## src/sv/prs_pkg.sv

```systemverilog
`timescale 1ns / 1ps
// Shared types and constants for the pump relay supervisor.
// No dependencies; every other file of the block imports this package.
package prs_pkg;

	localparam int unsigned TS_W    = 32;
	localparam int unsigned SETTLE_W = 16;
	localparam int unsigned CHAT_W  = 4;
	localparam int unsigned START_W = 16;
	localparam int unsigned IDX_W   = 3;
	localparam int unsigned DATA_W  = 32;

	localparam logic [IDX_W-1:0] REG_SETTLE_MS     = 3'd0;
	localparam logic [IDX_W-1:0] REG_BREAK_MS      = 3'd1;
	localparam logic [IDX_W-1:0] REG_CHATTER_LIMIT = 3'd2;
	localparam logic [IDX_W-1:0] REG_WINDOW_MS     = 3'd3;
	localparam logic [IDX_W-1:0] REG_LOCK_MS       = 3'd4;

	localparam logic [SETTLE_W-1:0] SETTLE_MS_RST     = 16'd500;
	localparam logic [TS_W-1:0]     BREAK_MS_RST      = 32'd30000;
	localparam logic [CHAT_W-1:0]   CHATTER_LIMIT_RST = 4'd5;
	localparam logic [TS_W-1:0]     WINDOW_MS_RST     = 32'd10000;
	localparam logic [TS_W-1:0]     LOCK_MS_RST       = 32'd300000;

	localparam logic OP_TICK  = 1'b0;
	localparam logic OP_CLEAR = 1'b1;

	typedef struct packed {
		logic [SETTLE_W-1:0] settle_ms;
		logic [TS_W-1:0]     break_ms;
		logic [CHAT_W-1:0]   chatter_limit;
		logic [TS_W-1:0]     window_ms;
		logic [TS_W-1:0]     lock_ms;
	} cfg_t;

	typedef struct packed {
		logic            op;
		logic [TS_W-1:0] now_ms;
		logic            want_on;
		logic            safe_ok;
		logic            feedback_on;
	} item_t;

	typedef struct packed {
		logic               pump_on;
		logic               fault_lamp;
		logic               wire_fault;
		logic               locked_out;
		logic               chatter_trip;
		logic [TS_W-1:0]    run_total_ms;
		logic [START_W-1:0] start_count;
	} result_t;

endpackage

```

## src/sv/prs_item_if.sv

```systemverilog
`timescale 1ns / 1ps
// Input channel of the pump relay supervisor: valid/ready plus one tick or clear op.
// Depends on prs_pkg for field widths.
interface prs_item_if;
	import prs_pkg::*;

	logic            valid;
	logic            ready;
	logic            op;
	logic [TS_W-1:0] now_ms;
	logic            want_on;
	logic            safe_ok;
	logic            feedback_on;

	modport source (output valid, op, now_ms, want_on, safe_ok, feedback_on, input ready);
	modport sink   (input valid, op, now_ms, want_on, safe_ok, feedback_on, output ready);
endinterface

```

## src/sv/prs_result_if.sv

```systemverilog
`timescale 1ns / 1ps
// Output channel of the pump relay supervisor: valid/ready plus one status result.
// Depends on prs_pkg for field widths.
interface prs_result_if;
	import prs_pkg::*;

	logic               valid;
	logic               ready;
	logic               pump_on;
	logic               fault_lamp;
	logic               wire_fault;
	logic               locked_out;
	logic               chatter_trip;
	logic [TS_W-1:0]    run_total_ms;
	logic [START_W-1:0] start_count;

	modport source (output valid, pump_on, fault_lamp, wire_fault, locked_out, chatter_trip,
		run_total_ms, start_count, input ready);
	modport sink   (input valid, pump_on, fault_lamp, wire_fault, locked_out, chatter_trip,
		run_total_ms, start_count, output ready);
endinterface

```

## src/sv/prs_core.sv

```systemverilog
`timescale 1ns / 1ps
// Supervisor state and single-pass next-state logic for one transaction.
// Depends on prs_pkg; state advances when en is high.
module prs_core (
	input  logic            clk,
	input  logic            arst_n,
	input  logic            en,
	input  prs_pkg::item_t  item,
	input  prs_pkg::cfg_t   cfg,
	output prs_pkg::result_t res
);
	import prs_pkg::*;

	logic               pump_cmd_q, lamp_q, broken_q, prev_valid_q, mis_active_q;
	logic [TS_W-1:0]    prev_tick_q, mis_start_q, last_change_q, window_start_q;
	logic [TS_W-1:0]    lock_until_q, run_total_q;
	logic [CHAT_W-1:0]  change_count_q;
	logic [START_W-1:0] starts_q;

	logic               pump_cmd_d, lamp_d, broken_d, prev_valid_d, mis_active_d;
	logic [TS_W-1:0]    prev_tick_d, mis_start_d, last_change_d, window_start_d;
	logic [TS_W-1:0]    lock_until_d, run_total_d;
	logic [CHAT_W-1:0]  change_count_d;
	logic [START_W-1:0] starts_d;
	logic               trip;

	logic [TS_W:0]      run_sum;
	logic [TS_W-1:0]    mis_base;
	logic [CHAT_W-1:0]  cnt_base, cnt_inc;
	logic               settled, win_expired, locked_pre;

	assign run_sum     = {1'b0, run_total_q} + {1'b0, item.now_ms - prev_tick_q};
	assign settled     = (item.now_ms - last_change_q) > {{(TS_W-SETTLE_W){1'b0}}, cfg.settle_ms};
	assign mis_base    = mis_active_q ? mis_start_q : item.now_ms;
	assign win_expired = (item.now_ms - window_start_q) > cfg.window_ms;
	assign cnt_base    = win_expired ? '0 : change_count_q;
	assign cnt_inc     = cnt_base + CHAT_W'(1);
	assign locked_pre  = item.now_ms < lock_until_q;

	always_comb begin
		pump_cmd_d     = pump_cmd_q;
		lamp_d         = lamp_q;
		broken_d       = broken_q;
		prev_valid_d   = prev_valid_q;
		mis_active_d   = mis_active_q;
		prev_tick_d    = prev_tick_q;
		mis_start_d    = mis_start_q;
		last_change_d  = last_change_q;
		window_start_d = window_start_q;
		lock_until_d   = lock_until_q;
		run_total_d    = run_total_q;
		change_count_d = change_count_q;
		starts_d       = starts_q;
		trip           = 1'b0;

		if (item.op == OP_CLEAR) begin
			starts_d = '0;
		end else begin
			if (prev_valid_q && pump_cmd_q) begin
				run_total_d = run_sum[TS_W] ? '1 : run_sum[TS_W-1:0];
			end
			prev_tick_d  = item.now_ms;
			prev_valid_d = 1'b1;

			if (!broken_q && settled) begin
				if (item.feedback_on != pump_cmd_q) begin
					mis_start_d  = mis_base;
					mis_active_d = 1'b1;
					if ((item.now_ms - mis_base) > cfg.break_ms) begin
						broken_d = 1'b1;
					end
				end else begin
					mis_active_d = 1'b0;
				end
			end

			if (locked_pre) begin
				if (pump_cmd_q) begin
					pump_cmd_d    = 1'b0;
					last_change_d = item.now_ms;
				end
			end else if (item.safe_ok) begin
				lamp_d = 1'b0;
				if (item.want_on != pump_cmd_q) begin
					if (win_expired) begin
						window_start_d = item.now_ms;
					end
					if (cnt_inc >= cfg.chatter_limit) begin
						lock_until_d   = item.now_ms + cfg.lock_ms;
						change_count_d = '0;
						pump_cmd_d     = 1'b0;
						last_change_d  = item.now_ms;
						trip           = 1'b1;
						lamp_d         = lamp_q;
					end else begin
						change_count_d = cnt_inc;
						pump_cmd_d     = item.want_on;
						last_change_d  = item.now_ms;
						if (item.want_on && (starts_q != '1)) begin
							starts_d = starts_q + START_W'(1);
						end
					end
				end
			end else begin
				if (pump_cmd_q) begin
					pump_cmd_d    = 1'b0;
					last_change_d = item.now_ms;
				end
				lamp_d = 1'b1;
			end
		end
	end

	always_comb begin
		res.pump_on      = pump_cmd_d;
		res.fault_lamp   = lamp_d;
		res.wire_fault   = broken_d;
		res.locked_out   = item.now_ms < lock_until_d;
		res.chatter_trip = trip;
		res.run_total_ms = run_total_d;
		res.start_count  = starts_d;
	end

	always_ff @(posedge clk or negedge arst_n) begin
		if (!arst_n) begin
			pump_cmd_q     <= 1'b0;
			lamp_q         <= 1'b0;
			broken_q       <= 1'b0;
			prev_valid_q   <= 1'b0;
			mis_active_q   <= 1'b0;
			prev_tick_q    <= '0;
			mis_start_q    <= '0;
			last_change_q  <= '0;
			window_start_q <= '0;
			lock_until_q   <= '0;
			run_total_q    <= '0;
			change_count_q <= '0;
			starts_q       <= '0;
		end else if (en) begin
			pump_cmd_q     <= pump_cmd_d;
			lamp_q         <= lamp_d;
			broken_q       <= broken_d;
			prev_valid_q   <= prev_valid_d;
			mis_active_q   <= mis_active_d;
			prev_tick_q    <= prev_tick_d;
			mis_start_q    <= mis_start_d;
			last_change_q  <= last_change_d;
			window_start_q <= window_start_d;
			lock_until_q   <= lock_until_d;
			run_total_q    <= run_total_d;
			change_count_q <= change_count_d;
			starts_q       <= starts_d;
		end
	end
endmodule

```

## src/sv/pump_relay_supervisor_unit.sv

```systemverilog
`timescale 1ns / 1ps
// Pump relay supervisor top level: config registers, input stage, result register.
// Each accepted transaction is held in the input stage, then in the result register.
// Throughput: one transaction per cycle when not stalled; the state update is one pass of prs_core logic.
// Backpressure stalls the input stage only while the result register is full and not taken.
// Reset clears all supervisor state, both stage valid flags, and loads config defaults.
// Depends on prs_pkg, prs_item_if, prs_result_if and prs_core.
module pump_relay_supervisor_unit (
	input  logic                      clk,
	input  logic                      arst_n,
	input  logic                      wr_en,
	input  logic [prs_pkg::IDX_W-1:0] wr_index,
	input  logic [prs_pkg::DATA_W-1:0] wr_data,
	prs_item_if.sink                  item,
	prs_result_if.source              result
);
	import prs_pkg::*;

	cfg_t    cfg_q;
	item_t   item_s1;
	logic    valid_s1;
	result_t res_q;
	logic    res_valid_q;
	result_t res_next;
	item_t   item_in;
	logic    adv;

	assign adv        = !res_valid_q || result.ready;
	assign item.ready = !valid_s1 || adv;

	always_comb begin
		item_in.op          = item.op;
		item_in.now_ms      = item.now_ms;
		item_in.want_on     = item.want_on;
		item_in.safe_ok     = item.safe_ok;
		item_in.feedback_on = item.feedback_on;
	end

	always_ff @(posedge clk or negedge arst_n) begin
		if (!arst_n) begin
			cfg_q.settle_ms     <= SETTLE_MS_RST;
			cfg_q.break_ms      <= BREAK_MS_RST;
			cfg_q.chatter_limit <= CHATTER_LIMIT_RST;
			cfg_q.window_ms     <= WINDOW_MS_RST;
			cfg_q.lock_ms       <= LOCK_MS_RST;
		end else if (wr_en) begin
			case (wr_index)
				REG_SETTLE_MS:     cfg_q.settle_ms     <= wr_data[SETTLE_W-1:0];
				REG_BREAK_MS:      cfg_q.break_ms      <= wr_data[TS_W-1:0];
				REG_CHATTER_LIMIT: cfg_q.chatter_limit <= wr_data[CHAT_W-1:0];
				REG_WINDOW_MS:     cfg_q.window_ms     <= wr_data[TS_W-1:0];
				REG_LOCK_MS:       cfg_q.lock_ms       <= wr_data[TS_W-1:0];
				default: ;
			endcase
		end
	end

	always_ff @(posedge clk or negedge arst_n) begin
		if (!arst_n) begin
			valid_s1 <= 1'b0;
		end else if (item.ready) begin
			valid_s1 <= item.valid;
		end
	end

	always_ff @(posedge clk) begin
		if (item.ready && item.valid) begin
			item_s1 <= item_in;
		end
	end

	prs_core u_core (
		.clk    (clk),
		.arst_n (arst_n),
		.en     (valid_s1 && adv),
		.item   (item_s1),
		.cfg    (cfg_q),
		.res    (res_next)
	);

	always_ff @(posedge clk or negedge arst_n) begin
		if (!arst_n) begin
			res_valid_q <= 1'b0;
		end else if (adv) begin
			res_valid_q <= valid_s1;
		end
	end

	always_ff @(posedge clk) begin
		if (valid_s1 && adv) begin
			res_q <= res_next;
		end
	end

	assign result.valid        = res_valid_q;
	assign result.pump_on      = res_q.pump_on;
	assign result.fault_lamp   = res_q.fault_lamp;
	assign result.wire_fault   = res_q.wire_fault;
	assign result.locked_out   = res_q.locked_out;
	assign result.chatter_trip = res_q.chatter_trip;
	assign result.run_total_ms = res_q.run_total_ms;
	assign result.start_count  = res_q.start_count;
endmodule

```

## src/flat_wrapper.sv

```systemverilog
// flat-port wrapper written by rule: the top's interface ports become plain ports
module pump_relay_supervisor_unit_flat import prs_pkg::*;
  (clk, arst_n, wr_en, wr_index, wr_data, item_valid, item_op, item_now_ms, item_want_on, item_safe_ok, item_feedback_on, item_ready, result_valid, result_pump_on, result_fault_lamp, result_wire_fault, result_locked_out, result_chatter_trip, result_run_total_ms, result_start_count, result_ready);
  prs_item_if item_i ();
  prs_result_if result_i ();
  input  logic clk;
  input  logic arst_n;
  input  logic wr_en;
  input  logic [prs_pkg::IDX_W-1:0] wr_index;
  input  logic [prs_pkg::DATA_W-1:0] wr_data;
  input wire logic [$bits(item_i.valid)-1:0] item_valid;
  input wire logic [$bits(item_i.op)-1:0] item_op;
  input wire logic [$bits(item_i.now_ms)-1:0] item_now_ms;
  input wire logic [$bits(item_i.want_on)-1:0] item_want_on;
  input wire logic [$bits(item_i.safe_ok)-1:0] item_safe_ok;
  input wire logic [$bits(item_i.feedback_on)-1:0] item_feedback_on;
  output wire logic [$bits(item_i.ready)-1:0] item_ready;
  output wire logic [$bits(result_i.valid)-1:0] result_valid;
  output wire logic [$bits(result_i.pump_on)-1:0] result_pump_on;
  output wire logic [$bits(result_i.fault_lamp)-1:0] result_fault_lamp;
  output wire logic [$bits(result_i.wire_fault)-1:0] result_wire_fault;
  output wire logic [$bits(result_i.locked_out)-1:0] result_locked_out;
  output wire logic [$bits(result_i.chatter_trip)-1:0] result_chatter_trip;
  output wire logic [$bits(result_i.run_total_ms)-1:0] result_run_total_ms;
  output wire logic [$bits(result_i.start_count)-1:0] result_start_count;
  input wire logic [$bits(result_i.ready)-1:0] result_ready;
  assign item_i.valid = item_valid;
  assign item_i.op = item_op;
  assign item_i.now_ms = item_now_ms;
  assign item_i.want_on = item_want_on;
  assign item_i.safe_ok = item_safe_ok;
  assign item_i.feedback_on = item_feedback_on;
  assign item_ready = item_i.ready;
  assign result_valid = result_i.valid;
  assign result_pump_on = result_i.pump_on;
  assign result_fault_lamp = result_i.fault_lamp;
  assign result_wire_fault = result_i.wire_fault;
  assign result_locked_out = result_i.locked_out;
  assign result_chatter_trip = result_i.chatter_trip;
  assign result_run_total_ms = result_i.run_total_ms;
  assign result_start_count = result_i.start_count;
  assign result_i.ready = result_ready;
  pump_relay_supervisor_unit u_core (.clk(clk), .arst_n(arst_n), .wr_en(wr_en), .wr_index(wr_index), .wr_data(wr_data), .item(item_i), .result(result_i));
endmodule
```

## config.mk

```make
export PLATFORM = sky130hd
export DESIGN_NAME = pump_relay_supervisor_unit_flat
export DESIGN_NICKNAME = d
export VERILOG_FILES = /design/src/sv/prs_pkg.sv /design/src/sv/prs_item_if.sv /design/src/sv/prs_result_if.sv /design/src/sv/prs_core.sv /design/src/sv/pump_relay_supervisor_unit.sv /design/src/flat_wrapper.sv
export SDC_FILE = /design/constraint.sdc
export NUM_CORES = 1
export LEC_CHECK = 0
export BUFFER_PORTS_ARGS = -buffer_cell sky130_fd_sc_hd__buf_4
export CAP_MARGIN = 0
export CORE_ASPECT_RATIO = 0.8
export CORE_MARGIN = 10
export CORE_UTILIZATION = 56
export DETAILED_ROUTE_END_ITERATION = 6
export GPL_TIMING_DRIVEN = 1
export HOLD_SLACK_MARGIN = 0.15
export PLACE_DENSITY = 0.72
export RECOVER_POWER = 25
export SLEW_MARGIN = 10
export SYNTH_ARGS = -nofsm -noshare
export SYNTH_HDL_FRONTEND = slang
export SYNTH_HIERARCHICAL = 1
export SYNTH_SLANG_ARGS = --single-unit
```

## constraint.sdc

```tcl
create_clock -name clk -period 16.8 [get_ports clk]
set_input_delay 0.84 -clock clk [delete_from_list [all_inputs] [get_ports clk]]
set_output_delay 0.84 -clock clk [all_outputs]
set_load 0.01 [all_outputs]
```

==> results.toml <==
[critical_path]
max_stage_delay_ns = 0.61
reg2reg_to = "u_core/result.locked_out$_DFFE_PP_"
crit_path_end_kind = "flip-flop"
cpMaxStageDelayCell = "a2bb2oi_1"
worstPathRequired_ns = 17.22
path_class = "flip-flop to flip-flop"
startpoint_type = "flip-flop"
r2r_cells = 46
arrival_ns = 10.18
worst-r2r-setup-slack_ns = 7.03
rr_startpoint = "u_core/item_s1[3]$_DFFE_PP_"
path_max_fanout = 45

[clock_network]
cts_made_buffers = 45
cts_resized = 0
insertion_delay_ns = 0.58
post_cts_buffers = 0
cts_tree = "built"
cts.sinks = 424
clockBufferDepth = 3
hold_buffers = 0
cts.reportedPaths.clkPinSlew_ns = 0.06
h-tree-depth = 2
cts_root_buf = "clkbuf_16"

[placement]
placed_cells = 3855
dpl.hpwl_um = 58200
pre_cts_ws_ns = 7.17
globalplace.congestion = 0.948
io_buffers = 130

[global_route]
grt-ovfl-total = 0
grt_max_degree = 134
antenna_found_initial = 0
grt_use_total_pct = 24.3
grt_pass1_wl_um = 124000
grt_pass1_vias = 23000

[timing]
setup_viol = 0
final.setup.worst_slack_ns = 7.03
whs_ns = 0.453
max_slew_margin_pct = -392
period_minus_slack_ns = 9.77
worstMarginPinSlew_ns = 7.39
fmax_mhz = 102
rsz0062_at_grt = "false"
clock-skew-final_ns = 0.0161
maxSlewViolCount = 256
post-route-period-util_pct = 58.1
hold_viol_final = 0
fin_setup_tns_ns = 0

[final_layout]
final_common_cell = "ha_1"
antenna_cells = 0
mostFrequentLayoutCells = "ha_1, dfrtp_1, inv_1"
finish.net_count = 3626
final_cells = 3939
num-fill-cells = 4328
layout-area-overhead-vs-synth_pct = 11.0
final_util_pct = 62.7
drive_gt1_share_pct = 13.9

[synthesis]
avgSynthCellArea_um2 = 9.64
yosysWarningCount = 6
syn_area_um2 = 29600
yosysTopAreaCellShare_pct = 26.0
synth_adder_area_share_pct = 14.6
synth-seq-cells = 424
ys_dominant_reg_cell = "dfrtp_1"
synthXorXnorAreaFrac_pct = 5.33
yosys.area.top_type = "dfrtp_1"
synth_compound_area_share_pct = 17.3
synthSimpleGateAreaFrac_pct = 10.9
synth_edf_count = 89
yosysSeqAreaShare_pct = 37.5
syn_nets = 3487
synth_mux_area_share_pct = 9.28
ys_types = 79
synth_top_family_by_area = "compound AO/OA/AOI/OAI gates"
synth_area_leaders = "dfrtp_1, ha_1, edfxtp_1"
syn_inst = 3070
postSynth.asyncResetShare_pct = 79.0

[floorplan]
die_y_um = 226
io-pin-count = 131
rows = 75
design.core.area_um2 = 52400
initial_core_util_pct = 56.5
die-area_um2 = 62500
die_w_um = 277

[detailed_routing]
ant_nets = 0
viasPerCell = 5.94
wirelength_um = 77900
dr_total_vias = 23400
dr.pass1.iters = 5
wl_per_cell_um = 19.8
drtIter0Drc = 1901
drc = 0

[power]
powerDensity_nw_per_um2 = 166
power_leakage_nw = 15.9
peakVddDrop_mv = 0.0957

[flow_run]
drv_cap = 4

[min_path]
min_to = "u_core/item_s1[20]$_DFFE_PP_"
min_path_cells = 1
min_path_type = "primary input to flip-flop"
hp-start = "item_now_ms[17]"

[outcome]
violations = "max-capacitance violations, max-slew violations"
status = "complete, but fails checks"
[worst max-delay path, delay by kind of cell (launching register included)]
family,cells,cell delay [ns]
simple gates,14,2.03
xor+xnor,1,0.09
flops,1,0.46
compound gates,21,4.36
fa+ha+maj,6,1.70
buf+inv,4,0.95
[cell usage after synthesis, types with 81 or more instances]
master	n
nor2_1	237
mux2_2	160
mux2i_1	81
inv_1	291
ha_1	335
nand2_1	172
a21o_1	146
o21ai_0	151
a21oi_1	273
dfrtp_1	307
xnor2_1	128
edfxtp_1	89
[cell families (layout without fill, tap and decap cells)]
logic type / after synthesis / in the layout
fa+ha+maj: 341 / 341
compound gates: 814 / 814
simple gates: 680 / 680
mux: 253 / 253
buf+inv: 378 / 554
flops: 424 / 424
xor+xnor: 180 / 180
[worst max path at each step]
| stage | slack [ns] | end | from |
|---|---|---|---|
| finish | 7.03 | u_core/result.locked_out$_DFFE_PP_ | u_core/item_s1[3]$_DFFE_PP_ |
| global route | 6.33 | u_core/result.locked_out$_DFFE_PP_ | u_core/item_s1[3]$_DFFE_PP_ |
| CTS | 7.12 | u_core/result.locked_out$_DFFE_PP_ | u_core/item_s1[4]$_DFFE_PP_ |
| detailed placement | 7.17 | u_core/result.locked_out$_DFFE_PP_ | u_core/item_s1[4]$_DFFE_PP_ |
| global placement | 7.37 | u_core/result.locked_out$_DFFE_PP_ | u_core/item_s1[4]$_DFFE_PP_ |
| floorplan | 8.59 | u_core/result.locked_out$_DFFE_PP_ | u_core/item_s1[4]$_DFFE_PP_ |
[power breakdown]
group          total [mW]  switching, mW  internal (mW)
clock               0.976          0.419          0.557
sequential           1.50          0.150           1.35
combinational        2.99           1.70           1.29
[flip-flops by register name (all words and copies together), names as in the netlist, 4 cells and up]
name and cells:
u_core/u_core/prev_tick_q 32, u_core/u_core/starts_q 16, u_core/u_core/run_total_q 32, u_core/u_core/lock_until_q 32, u_core/u_core/change_count_q 4, u_core/u_core/last_change_q 32, u_core/result.start_count 16, u_core/item_s1 36
u_core/result.run_total_ms 32, u_core/u_core/mis_start_q 32, u_core/cfg_q 116, u_core/u_core/window_start_q 32
[metal layers]
layer	vias up	wire length [um]	global-route usage, %
li1	11200	-	-
met1	11400	35600	32.8
met2	642	36000	40.2
met3	133	4230	3.34
met4	0	2000	7.11
met5	-	0	0
[cell type report]
| type | instances | area, um2 | share of cell area [%] |
|---|---|---|---|
| multi-input cells | 2268 | 17100 | 51.9 |
| flip-flops and latches | 424 | 11100 | 33.8 |
| clock buffers | 72 | 1330 | 4.05 |
| repair buffers | 177 | 1310 | 3.98 |
| inverters | 293 | 1100 | 3.35 |
| well taps | 693 | 867 | 2.64 |
| clock inverters | 12 | 90.1 | 0.274 |
[per-stage QoR]
stage / power (mW) / area, um2
global placement: 4.34 / 31500
finish: 5.47 / 32800
CTS: 5.46 / 32900
detailed placement: 4.45 / 31500
floorplan: 3.71 / 29600
global route: 5.90 / 32800
Power figures use the tool's default switching activity.
